**config.mk**
```make
export PLATFORM = sky130hd
export DESIGN_NAME = trial_division_prime_classifier_core
export DESIGN_NICKNAME = d
export VERILOG_FILES = /design/src/rtl/tdpc_pkg.sv /design/src/rtl/tdpc_sub_unit.sv /design/src/rtl/trial_division_prime_classifier_core.sv
export VERILOG_INCLUDE_DIRS = /design/src /design/src/rtl
export SDC_FILE = /design/constraint.sdc
export NUM_CORES = 1
export LEC_CHECK = 0
export BUFFER_PORTS_ARGS = -buffer_cell sky130_fd_sc_hd__buf_2
export CORE_ASPECT_RATIO = 1.5
export CORE_MARGIN = 2
export CORE_UTILIZATION = 61
export CTS_CLUSTER_DIAMETER = 100
export DETAILED_ROUTE_END_ITERATION = 16
export GPL_TIMING_DRIVEN = 0
export PLACE_DENSITY = 0.9
export RECOVER_POWER = 100
export SLEW_MARGIN = 5
export SYNTH_ARGS = -nofsm -noshare
export SYNTH_HDL_FRONTEND = slang
export SYNTH_SLANG_ARGS = --single-unit
```
**constraint.sdc**
```tcl
create_clock -name clock -period 7.47 [get_ports clock]
set_input_delay 0 -clock clock [delete_from_list [all_inputs] [get_ports clock]]
set_output_delay 0 -clock clock [all_outputs]
set_load 0.01 [all_outputs]
```
**src/rtl/trial_division_prime_classifier_core_assert.svh**
```systemverilog
// Assertion macros shared by the trial division classifier RTL.
`ifndef TRIAL_DIVISION_PRIME_CLASSIFIER_CORE_ASSERT_SVH
`define TRIAL_DIVISION_PRIME_CLASSIFIER_CORE_ASSERT_SVH

// Clocked assertion, disabled while reset is high.
`define TDPC_ASSERT(name, clk, rst, prop, msg) \
   name: assert property (@(posedge clk) disable iff (rst) (prop)) else $error(msg);

// Clocked assertion that also holds during reset.
`define TDPC_ASSERT_ALWAYS(name, clk, prop, msg) \
   name: assert property (@(posedge clk) (prop)) else $error(msg);

`endif

```
**src/rtl/tdpc_pkg.sv**
```systemverilog
// Package: shared constants of the trial division classifier.
`default_nettype none
package tdpc_pkg;
   localparam int VALUE_BITS_DEFAULT = 32;

   localparam logic [1:0] VERDICT_SPECIAL   = 2'd0;
   localparam logic [1:0] VERDICT_PRIME     = 2'd1;
   localparam logic [1:0] VERDICT_COMPOSITE = 2'd2;
endpackage
`default_nettype wire

```
**src/rtl/tdpc_sub_unit.sv**
```systemverilog
// Shared subtract and compare unit used by the root, range check and divide steps.
`default_nettype none
module tdpc_sub_unit #(
   parameter int WIDTH = tdpc_pkg::VALUE_BITS_DEFAULT
) (
   input  wire logic [WIDTH-1:0] a,
   input  wire logic [WIDTH-1:0] b,
   output logic      [WIDTH-1:0] diff,
   output logic                  no_borrow
);
   logic [WIDTH:0] wide;

   assign wide      = {1'b0, a} - {1'b0, b};
   assign diff      = wide[WIDTH-1:0];
   assign no_borrow = ~wide[WIDTH];
endmodule
`default_nettype wire

```
**src/rtl/trial_division_prime_classifier_core.sv**
```systemverilog
// Top level: trial division prime classifier with one shared subtractor.
`default_nettype none
// Classifies one unsigned word per request: 0 and 1 are special (factor 0), otherwise
// the integer square root is formed bit by bit and the divisors 2 up to the root are
// tried with a restoring bit-serial divider; the first exact divisor is the factor
// (composite), else the factor is the number (prime). The root, range check and divide
// steps run through a single shared subtract/compare unit, one step per cycle. A special
// word goes from accept straight to the finish state. Otherwise the steps are: accept,
// the root steps, per divisor tried a range check, a divide step per word bit and a zero
// test, one closing range check for primes, and the result load. A 32-bit prime near
// 2^32 tries about 65535 divisors. The request side is ready only between items; a
// finished result waits in the output register while the next word is accepted.
module trial_division_prime_classifier_core #(
   parameter int VALUE_BITS = tdpc_pkg::VALUE_BITS_DEFAULT
) (
   input  wire logic                  clock,
   input  wire logic                  reset,
   input  wire logic                  req_valid,
   output logic                       req_ready,
   input  wire logic [VALUE_BITS-1:0] req_number,
   output logic                       rsp_valid,
   input  wire logic                  rsp_ready,
   output logic [1:0]                 rsp_verdict,
   output logic [VALUE_BITS-1:0]      rsp_smallest_factor
);
   import tdpc_pkg::*;

   `include "trial_division_prime_classifier_core_assert.svh"

   localparam int TOP_SHIFT = ((VALUE_BITS - 1) / 2) * 2;
   localparam int ROOT_BITS = (VALUE_BITS + 1) / 2;
   localparam int DIV_BITS  = ROOT_BITS + 1;
   localparam int CNT_BITS  = $clog2(VALUE_BITS);

   localparam logic [VALUE_BITS-1:0] PROBE_INIT = VALUE_BITS'(1) << TOP_SHIFT;
   localparam logic [CNT_BITS-1:0]   CNT_LAST   = CNT_BITS'(VALUE_BITS - 1);
   localparam logic [DIV_BITS-1:0]   DIV_FIRST  = DIV_BITS'(2);

   localparam logic [2:0] ST_IDLE   = 3'd0;
   localparam logic [2:0] ST_ROOT   = 3'd1;
   localparam logic [2:0] ST_CHECK  = 3'd2;
   localparam logic [2:0] ST_DIV    = 3'd3;
   localparam logic [2:0] ST_TEST   = 3'd4;
   localparam logic [2:0] ST_FINISH = 3'd5;

   logic [2:0]            state_ff, state_in;
   logic [VALUE_BITS-1:0] number_ff, number_in;
   logic [VALUE_BITS-1:0] rem_ff, rem_in;
   logic [VALUE_BITS-1:0] acc_ff, acc_in;
   logic [VALUE_BITS-1:0] probe_ff, probe_in;
   logic [ROOT_BITS-1:0]  limit_ff, limit_in;
   logic [DIV_BITS-1:0]   div_ff, div_in;
   logic [CNT_BITS-1:0]   bit_idx_ff, bit_idx_in;
   logic [1:0]            verdict_ff, verdict_in;
   logic [VALUE_BITS-1:0] factor_ff, factor_in;
   logic                  rsp_valid_ff, rsp_valid_in;
   logic [1:0]            rsp_verdict_ff, rsp_verdict_in;
   logic [VALUE_BITS-1:0] rsp_factor_ff, rsp_factor_in;

   logic [VALUE_BITS-1:0] sub_a, sub_b, sub_diff;
   logic                  sub_ge;
   logic [VALUE_BITS-1:0] shifted;
   logic [VALUE_BITS-1:0] acc_next;
   logic                  req_fire;

   assign req_ready           = (state_ff == ST_IDLE);
   assign req_fire            = req_valid && req_ready;
   assign rsp_valid           = rsp_valid_ff;
   assign rsp_verdict         = rsp_verdict_ff;
   assign rsp_smallest_factor = rsp_factor_ff;

   assign shifted = {rem_ff[VALUE_BITS-2:0], number_ff[bit_idx_ff]};

   always_comb begin
      case (state_ff)
         ST_ROOT: begin
            sub_a = rem_ff;
            sub_b = acc_ff | probe_ff;
         end
         ST_CHECK: begin
            sub_a = VALUE_BITS'(limit_ff);
            sub_b = VALUE_BITS'(div_ff);
         end
         ST_DIV: begin
            sub_a = shifted;
            sub_b = VALUE_BITS'(div_ff);
         end
         default: begin
            sub_a = '0;
            sub_b = '0;
         end
      endcase
   end

   tdpc_sub_unit #(
      .WIDTH (VALUE_BITS)
   ) u_sub (
      .a         (sub_a),
      .b         (sub_b),
      .diff      (sub_diff),
      .no_borrow (sub_ge)
   );

   // acc and probe never overlap, so the root adds reduce to ORs
   assign acc_next = sub_ge ? ((acc_ff >> 1) | probe_ff) : (acc_ff >> 1);

   always_comb begin
      state_in       = state_ff;
      number_in      = number_ff;
      rem_in         = rem_ff;
      acc_in         = acc_ff;
      probe_in       = probe_ff;
      limit_in       = limit_ff;
      div_in         = div_ff;
      bit_idx_in     = bit_idx_ff;
      verdict_in     = verdict_ff;
      factor_in      = factor_ff;
      rsp_valid_in   = rsp_valid_ff && !rsp_ready;
      rsp_verdict_in = rsp_verdict_ff;
      rsp_factor_in  = rsp_factor_ff;
      case (state_ff)
         ST_IDLE: begin
            if (req_fire) begin
               number_in = req_number;
               rem_in    = req_number;
               acc_in    = '0;
               probe_in  = PROBE_INIT;
               if (req_number[VALUE_BITS-1:1] == '0) begin
                  verdict_in = VERDICT_SPECIAL;
                  factor_in  = '0;
                  state_in   = ST_FINISH;
               end else begin
                  state_in = ST_ROOT;
               end
            end
         end
         ST_ROOT: begin
            if (sub_ge) begin
               rem_in = sub_diff;
            end
            acc_in   = acc_next;
            probe_in = probe_ff >> 2;
            if (probe_ff[0]) begin
               limit_in = acc_next[ROOT_BITS-1:0];
               div_in   = DIV_FIRST;
               state_in = ST_CHECK;
            end
         end
         ST_CHECK: begin
            if (sub_ge) begin
               rem_in     = '0;
               bit_idx_in = CNT_LAST;
               state_in   = ST_DIV;
            end else begin
               verdict_in = VERDICT_PRIME;
               factor_in  = number_ff;
               state_in   = ST_FINISH;
            end
         end
         ST_DIV: begin
            rem_in     = sub_ge ? sub_diff : shifted;
            bit_idx_in = bit_idx_ff - CNT_BITS'(1);
            if (bit_idx_ff == '0) begin
               state_in = ST_TEST;
            end
         end
         ST_TEST: begin
            if (rem_ff == '0) begin
               verdict_in = VERDICT_COMPOSITE;
               factor_in  = VALUE_BITS'(div_ff);
               state_in   = ST_FINISH;
            end else begin
               div_in   = div_ff + DIV_BITS'(1);
               state_in = ST_CHECK;
            end
         end
         ST_FINISH: begin
            if (!rsp_valid_ff || rsp_ready) begin
               rsp_valid_in   = 1'b1;
               rsp_verdict_in = verdict_ff;
               rsp_factor_in  = factor_ff;
               state_in       = ST_IDLE;
            end
         end
         default: begin
            state_in = ST_IDLE;
         end
      endcase
   end

   always_ff @(posedge clock) begin
      if (reset) begin
         state_ff     <= ST_IDLE;
         rsp_valid_ff <= 1'b0;
      end else begin
         state_ff     <= state_in;
         rsp_valid_ff <= rsp_valid_in;
      end
   end

   always_ff @(posedge clock) begin
      number_ff      <= number_in;
      rem_ff         <= rem_in;
      acc_ff         <= acc_in;
      probe_ff       <= probe_in;
      limit_ff       <= limit_in;
      div_ff         <= div_in;
      bit_idx_ff     <= bit_idx_in;
      verdict_ff     <= verdict_in;
      factor_ff      <= factor_in;
      rsp_verdict_ff <= rsp_verdict_in;
      rsp_factor_ff  <= rsp_factor_in;
   end

   `TDPC_ASSERT(a_special_short, clock, reset, req_fire && (req_number[VALUE_BITS-1:1] == '0) |=> state_ff == ST_FINISH, "special word did not go straight to finish")
   `TDPC_ASSERT(a_div_holds, clock, reset, (state_ff == ST_DIV) && (bit_idx_ff != '0) |=> state_ff == ST_DIV, "divide sequence left early")
   `TDPC_ASSERT(a_range_prime, clock, reset, (state_ff == ST_CHECK) && !sub_ge |=> (state_ff == ST_FINISH) && (verdict_ff == VERDICT_PRIME), "divisor past root did not give prime")
   `TDPC_ASSERT(a_special_zero, clock, reset, rsp_valid_ff && (rsp_verdict_ff == VERDICT_SPECIAL) |-> rsp_factor_ff == '0, "special word with nonzero factor")
   `TDPC_ASSERT_ALWAYS(a_no_code3, clock, rsp_valid_ff |-> rsp_verdict_ff != 2'd3, "unused verdict code on output")
endmodule
`default_nettype wire

```
### Yosys cells after proc, flatten, opt, wreduce, memory -nomap -nowiden

Index checks and enable logic that the tools add are counted.

* muxes and demuxes: 39
* shift-type cells: 0
* add/sub/neg operators: 3
* divide/modulo/power cells: 0
* bitwise operators: 2
* $lt $le $gt $ge: 1
* eq/ne operators: 15
* reduce and logical (&&, ||, !) cells: 24
* multiply operators: 0

Operators with widths (number)
* 32-bit two-way mux: 11
* 32-bit one-hot mux with 2 select lines: 3
* 32-bit one-hot mux with 3 select lines: 2
* 32-bit one-hot mux with 4 select lines: 1
* 17-bit two-way mux: 2
* 17-bit one-hot mux with 2 select lines: 1
* 32-bit by 32-bit subtractor with 33-bit output: 1
* 32-bit zero test: 1
* 31-bit by 32-bit bitwise OR with 32-bit output: 1
* 32-bit bitwise OR: 1
* 31-bit zero test: 1
* 3-bit two-way mux: 7
* 3-bit one-hot mux with 6 select lines: 1
* 17-bit by 1-bit adder with 17-bit output, second input constant: 1
* 2-bit != test, second input constant: 7
* 5-bit one-hot mux with 2 select lines: 1
* 2-bit AND reduction: 5
* 2-bit two-way mux: 4
* 4-bit AND reduction: 2
* 3-bit by 2-bit equality test with 1-bit output, second input constant: 2
* 3-bit equality test, second input constant: 2
* 5-bit by 6-bit less-than comparator with 1-bit output, second input constant: 1
* 2-bit by 1-bit != test with 1-bit output, second input constant: 3
* 2-bit one-hot mux with 3 select lines: 1
* 16 further kinds: 22

* bits in latches: 0
* logic and storage cells: 97
* memories: 0
* bits in writable memories: 0
* output and inout bits: 36
* ROM bits: 0
* input bits: 36
* flip-flop bits (word level): 238

### Depth between registers and ports, before layout

Gate-level depths: netlist of the first run.

* depth after elaboration: 6
* depth in mapped cells: 18

### Cells and area by module

From an unflattened synthesis of the first run, not the netlist that was laid out.

* cells, all modules: 967
* area total of the unflattened synthesis: 11522.3 µm²

Modules (own cells, without submodules)
* trial_division_prime_classifier_core: times used 1, seq. area each 6596.3 µm², area an instance 9821.9 µm², cells each 723
* tdpc_sub_unit: times used 1, seq. area each 0.0 µm², area an instance 1700.4 µm², cells each 244

### Worst setup path after synthesis of the first run

No wires, ideal clock.

* kind: register -> register
* start point: register bit_idx_ff[1]
* end point: register factor_ff[0], enable pin
* setup time: 0.437 ns
* buffers on the path: 2
* slack: 1.274 ns
* clock period less this slack: 6.196 ns
* arrival time: 5.759 ns
* stages on the path, launching flop included: 18
* cells stage by stage: edfxtp_1 > clkbuf_1 > mux4_2 > mux4_2 > mux2i_1 > nor2_1 > a221oi_1 > ha_1 > inv_1 > fa_1 > a21oi_1 > o22ai_1 > o31a_1 > a21oi_2 > a211o_1 > nand3_4 > buf_6 > a21oi_1

* word-level cells in the longest chain between the ends: 6

RTL lines
* start, declared: line trial_division_prime_classifier_core.sv:53 `logic [CNT_BITS-1:0] bit_idx_ff, bit_idx_in;`
* start signal, assigned: line trial_division_prime_classifier_core.sv:208 `bit_idx_ff <= bit_idx_in;`
* 1-bit binary-select mux with 5-bit select: line trial_division_prime_classifier_core.sv:72 `assign shifted = {rem_ff[VALUE_BITS-2:0], number_ff[bit_idx_ff]};`
* 1-bit two-way mux (not written as such): line trial_division_prime_classifier_core.sv:72
* 32-bit one-hot mux with 3 select lines: line trial_division_prime_classifier_core.sv:75 `case (state_ff)`
* 32-bit by 32-bit subtractor with 33-bit output: line tdpc_sub_unit.sv:13 `assign wide = {1'b0, a} - {1'b0, b};`
* 2-bit by 1-bit != test with 1-bit output (no line)
* 5-bit AND reduction (no line)
* end signal, assigned: line trial_division_prime_classifier_core.sv:210 `factor_ff <= factor_in;`
* end, declared: line trial_division_prime_classifier_core.sv:55 `logic [VALUE_BITS-1:0] factor_ff, factor_in;`

Every way passes these cells. The select of a mux whose other input is x is not followed.
A chain may end at the register's enable or synchronous reset.

### Worst setup path in the final report of the first run

* start point: register state_ff[1]
* end point: register factor_ff[10], enable pin

* word-level cells in the longest chain between the ends: 6
* elaborated cells on any way between the ends: 16
* those cells by class: 1 x add/sub; 8 x eq/ne; 2 x mux; 5 x reduce/logical

RTL lines
* start, declared: line trial_division_prime_classifier_core.sv:46 `logic [2:0] state_ff, state_in;`
* start signal, assigned: line trial_division_prime_classifier_core.sv:196 `state_ff <= state_in;`
* 3-bit by 2-bit equality test with 1-bit output, on equally long branches: line trial_division_prime_classifier_core.sv:75, trial_division_prime_classifier_core.sv:121
* 2-bit OR reduction (no line)
* 32-bit one-hot mux with 2 select lines: line trial_division_prime_classifier_core.sv:75
* 32-bit by 32-bit subtractor with 33-bit output: line tdpc_sub_unit.sv:13
* 2-bit by 1-bit != test with 1-bit output (no line)
* 5-bit AND reduction (no line) *

Mark *: on every way between the ends. The rest lies on a longest branch, timed or not.

==> results of run 1 <==
repair_timing:
item                                    4_1_cts  5_1_grt
resized for setup                             0        0
endpoints found under the setup margin        0        0
hold buffers                                 35        0
hold endpoints to repair                     68        0
cells in the final DEF, fill, tap and decap left out, drive strengths merged, types with 17 or more instances in the layout:
master / instances
a21o: 17
a21oi: 47
a22oi: 36
and2: 28
and3: 34
clkbuf: 128
dlygate4sd3: 35
edfxtp: 217
ha: 34
inv: 21
mux2i: 22
nand2: 74
nor2: 92
o21ai: 51
xnor2: 17
xor2: 21
state kept, by name, indices dropped and copies added (netlist names):
name                 flops
div_ff                  17
state_ff                 3
factor_ff               32
limit_ff                16
bit_idx_ff               5
rem_ff                  32
rsp_smallest_factor     32
rsp_valid                1
verdict_ff               2
number_ff               32
acc_ff                  31
probe_ff                16
rsp_verdict              2
kinds of logic after synthesis:
logic type | after synthesis | synth area share [%]
multiplexers | 48 | 5.51
XOR/XNOR | 38 | 2.93
adder cells (fa/ha/maj) | 35 | 3.92
flip-flops | 221 | 58.1
buffers and inverters | 64 | 2.27
AO/OA/AOI/OAI | 234 | 14.1
AND/OR/NAND/NOR | 306 | 13.3
layout make-up:
cell class | instances | area share (%)
buffer | 46 | 1.44
clock buffer | 24 | 4.13
clock inverter | 11 | 0.944
inverter | 18 | 0.520
multi-input combinational | 661 | 34.5
sequential | 221 | 50.8
tap | 252 | 2.43
timing repair buffer | 109 | 5.19
worst paths after layout:
path                            depth (start not counted)                 endpoint     startpoint  slack, ps
worst max-delay path                                   17            factor_ff[10]    state_ff[1]        860
worst min-delay path                                    5              state_ff[1]      req_valid        190
worst max register to register                         17            factor_ff[10]    state_ff[1]        860
worst min register to register                          0  rsp_smallest_factor[23]  factor_ff[23]        420
stage by stage:
step,TNS [ps],area (um2)
2_1_floorplan,0,11400
6_report,0,13000
4_1_cts,0,13100
3_3_place_gp,-15700,12000
5_1_grt,0,13000
3_5_place_dp,0,12100
metal layers:
layer / up-vias / part of all wire, % / wire [um]
li1: 3898 / - / -
met1: 4239 / 32 / 10600
met2: 729 / 49 / 16400
met3: 233 / 9.7 / 3230
met4: 2 / 8.7 / 2890
met5: - / 0.045 / 15
worst min-delay path, cell delays in order:
cell	delay (ps)
buf_2	140
nor3_1	80
o21ai_0	160
nand2_1	100
o31ai_1	200
==> flow_summary.ini, run 1 <==
[outcome]
status = finished, violations left
violations = max-capacitance violations, max-slew violations

[setup_path]
crit_chain = clkinv_1, nor2_1, clkbuf_1, nand2_1, o21ai_0, ha_1, inv_1, fa_1, a21oi_1, o22ai_1, o31a_1, a21oi_1, a211o_1, nand3_1, buf_6, a21oi_4, buf_16
cp_max_fo = 19
slowest_stage = nor2_1
crit_path_end_kind = flop
path_class = reg -> reg
path_buf_inv = 5
cp_common_cell = a21oi_1
arrival_ps = 6830
cp-start-kind = flop
critPathRequiredTime_ps = 7690
critPathTopFamily = compound AO/OA/AOI/OAI gates
slowest_delay_ps = 830

[routing]
first_pass_iters = 8
drtIter0Drc = 1047
drcViolationCount = 0
drt_wl_total_mm = 33.2
viasPerCell = 6.78
ant_nets = 0
routed-via-count = 9101
wl_per_cell_um = 24.7

[timing]
skew_ps = 19.5
period_needed_ps = 6610
fin_crit_sh_pct = 88.5
tightest_slew_ps = 3380
slew_headroom_pct = -125
finalHoldViolCount = 0
setup_ws_ps = 862
setup_viol_count_final = 0
worst_hold_slack_ps = 192
slew_violations = 127
timing.fmax_mhz = 151
rsz0062_at_grt = false

[global_routing]
grt_start_max_net_pins = 48
antenna_found_initial = 1
use_met1_pct = 35.3
grt_overflow = 0
met2_usage_pct = 58.2
grt_use_total_pct = 33.7
grt_pass1_vias = 9325
top_usage_layer = met2
met3_usage_pct = 6.45
grt_pass1_wl_mm = 50.1

[final_layout]
fin_nets = 1148
area_growth_pct = 14.3
instances_no_fill = 1342
diodes = 0
drive_gt1_share_pct = 6.88
nFillCells = 1197
multi_input_area_um2 = 4480
regArea_um2 = 6600
fin_util_pct = 70.6

[clocking]
cts.sinks = 221
clk_pin_slew_ps = 70
h-tree-depth = 1
root_buffer = clkbuf_16
insertion_delay_ps = 520
cts_tree = built
post_cts_buffers = 0
max-clock-path-buffers = 3
numCtsBuffers = 20

[synthesis]
syn_area_um2 = 11400
yosysUniqueCellTypes = 65
avgSynthCellArea_um2 = 12.0
async_flop_share_pct = 0
ys_warn_count = 0
seq_area_frac_synth_pct = 58.1
synth-seq-cells = 221
yosys-top-cells-count = edfxtp_1 (217), nor2_1 (92), nand2_1 (73)
synth_ff_type = edfxtp_1
synth_cells = 946
synth-edff-count = 217
synth.most_common_cell = edfxtp_1
syn_nets = 1017
synth_top_area_cell = edfxtp_1
synth.top_cell.area_share_pct = 57.4
ys_top_cells_by_area = edfxtp_1 (57%), ha_1 (3.7%), nor2_1 (3.0%), nand2_1 (2.4%), a22oi_1 (2.4%)

[die]
core_area_um2 = 18400
start_util_pct = 61.8
std_cell_rows = 61
dieArea_um2 = 19800
die_h_um = 171
die_w_um = 115
io_pins = 72

[place]
routabilityCongestion = 1.06
io_buffers = 71
post-place-cells = 1272
dpl.hpwl_mm = 22.9
dp_slack_ps = 1460

[flow_run]
drv_cap = 4

[worst_hold_path]
hold_class = in -> reg
Power of run 1 is left out: the tool's default activity adds up to more than one toggle a clock period on the data nets, which glitch-free logic cannot reach.
==> inputs of run 2 (changes only) <==
==> constraint.sdc (replaced) <==
create_clock -name clock -period 7.1 [get_ports clock]
set_input_delay 0 -clock clock [delete_from_list [all_inputs] [get_ports clock]]
set_output_delay 0 -clock clock [all_outputs]
set_load 0.01 [all_outputs]
==> run 2 against run 1 <==
The run still ends with max-capacitance violations, max-slew violations left. Worst hold slack better by 1.6 ps. Design area up 0.15%. Largest cell class unchanged. Global-route usage unchanged. Critical path type unchanged. Utilization up 0.11 points. Sequential share of layout area down 0.078 points. Setup slack worse by 340 ps.
==> flow_summary.ini, run 2 (same netlist as run 1, synthesis figures left out) <==
[outcome]
status = finished, violations left
violations = max-capacitance violations, max-slew violations

[die]
io_pins = 72
die_w_um = 115
std_cell_rows = 61
start_util_pct = 61.8
core_area_um2 = 18400
die_h_um = 171
dieArea_um2 = 19800

[final_layout]
fin_util_pct = 70.7
instances_no_fill = 1342
layout_common_cells = edfxtp_1 (217), clkbuf_1 (108), nor2_1 (92), nand2_1 (74), o21ai_0 (51)
diodes = 0
drive_gt1_share_pct = 7.06
nFillCells = 1194
area_growth_pct = 14.4
fin_nets = 1148
layout_commonest_cell = edfxtp_1

[place]
io_buffers = 71
routabilityCongestion = 1.06
dpl.hpwl_mm = 22.9
post-place-cells = 1272

[clocking]
cts_tree = built
ctsHoldBuffers = 35
cts.sinks = 221
post_cts_buffers = 0
max-clock-path-buffers = 3
h-tree-depth = 1
insertion_delay_ps = 520
clk_pin_slew_ps = 80
root_buffer = clkbuf_16
ctsResizeCount = 0
numCtsBuffers = 20

[timing]
tightest_slew_ps = 3390
setup_viol_count_final = 0
timing.fmax_mhz = 152
fin_crit_sh_pct = 92.6
worst_hold_slack_ps = 193
slew_violations = 127
finalHoldViolCount = 0
slew_headroom_pct = -126
period_needed_ps = 6570
skew_ps = 14.5
rsz0062_at_grt = false
final.setup.tns_ps = 0

[setup_path]
rrSetupSlack_ps = 530
crit_chain = clkinv_1, nor2_1, clkbuf_1, nand2_1, o21ai_0, ha_1, inv_1, fa_1, a21oi_1, o22ai_1, o31a_1, a21oi_1, a211oi_4, o31ai_2, clkbuf_1, a2bb2oi_1
path_class = reg -> reg
arrival_ps = 6870
slowest_delay_ps = 840
critPathRequiredTime_ps = 7390
path_buf_inv = 4
cp-start-kind = flop
crit_path_end_kind = flop
critPathTopFamily = compound AO/OA/AOI/OAI gates
slowest_stage = nor2_1
cp_max_fo = 10

[global_routing]
grt_start_max_net_pins = 48
grt_pass1_vias = 9325
antenna_found_initial = 1
grt_use_total_pct = 33.7
grt_overflow = 0
grt_pass1_wl_mm = 50.1

[routing]
routed-via-count = 9073
first_pass_iters = 6
wl_per_cell_um = 24.7
drtIter0Drc = 1070
viasPerCell = 6.76
drt_wl_total_mm = 33.2
drcViolationCount = 0
ant_nets = 0

[flow_run]
drv_cap = 4

[worst_hold_path]
hold_class = in -> reg
-- run 2: cell types whose count changed in the layout (fill, tap and decap cells not counted) --
cell | before | now
nand3_4 | 0 | 1
clkbuf_1 | 107 | 108
nor4_2 | 0 | 1
o31ai_1 | 5 | 4
buf_4 | 1 | 0
nand3_1 | 11 | 10
nor4_1 | 16 | 15
o31ai_2 | 0 | 1
-- run 2: final cells by class --
class	count	area (um2)	share of cell area [%]
Sequential cell	221	6600	50.7
Multi-Input combinational cell	661	4510	34.7
Timing Repair Buffer	109	674	5.19
Clock buffer	24	537	4.13
Tap cell	252	315	2.42
Buffer	46	183	1.40
Clock inverter	11	123	0.943
Inverter	18	67.6	0.520
-- run 2: path summary, 6_finish.rpt --
check                     start                 endpoint  cells past startpoint
setup / recovery    state_ff[1]               rem_ff[28]                     16
hold / removal        req_valid              state_ff[1]                      5
setup reg to reg    state_ff[1]               rem_ff[28]                     16
hold reg to reg   factor_ff[23]  rsp_smallest_factor[23]                      0
-- run 2: worst min-delay path, cell delays in order --
cell and delay (ps):
buf_2 140, nor3_1 80, o21ai_0 160, nand2_1 100, o31ai_1 200
-- run 2: stage by stage --
step / setup WS (ps) / cell area, um2
after floorplan: 904 / 11400
after global placement: -858 / 12000
after detailed placement: 1090 / 12100
after CTS: 1050 / 13100
after global routing: 348 / 13000
final: 525 / 13000
-- run 2: layer usage --
layer  vias up  GRT usage [%]  routed length, um
li1       3898              -                  -
met1      4222           35.3              10700
met2       710           58.2              16300
met3       241           6.45               3200
met4         2           25.9               2970
met5         -           2.40                 15
Power of run 2 is left out for the same reason.
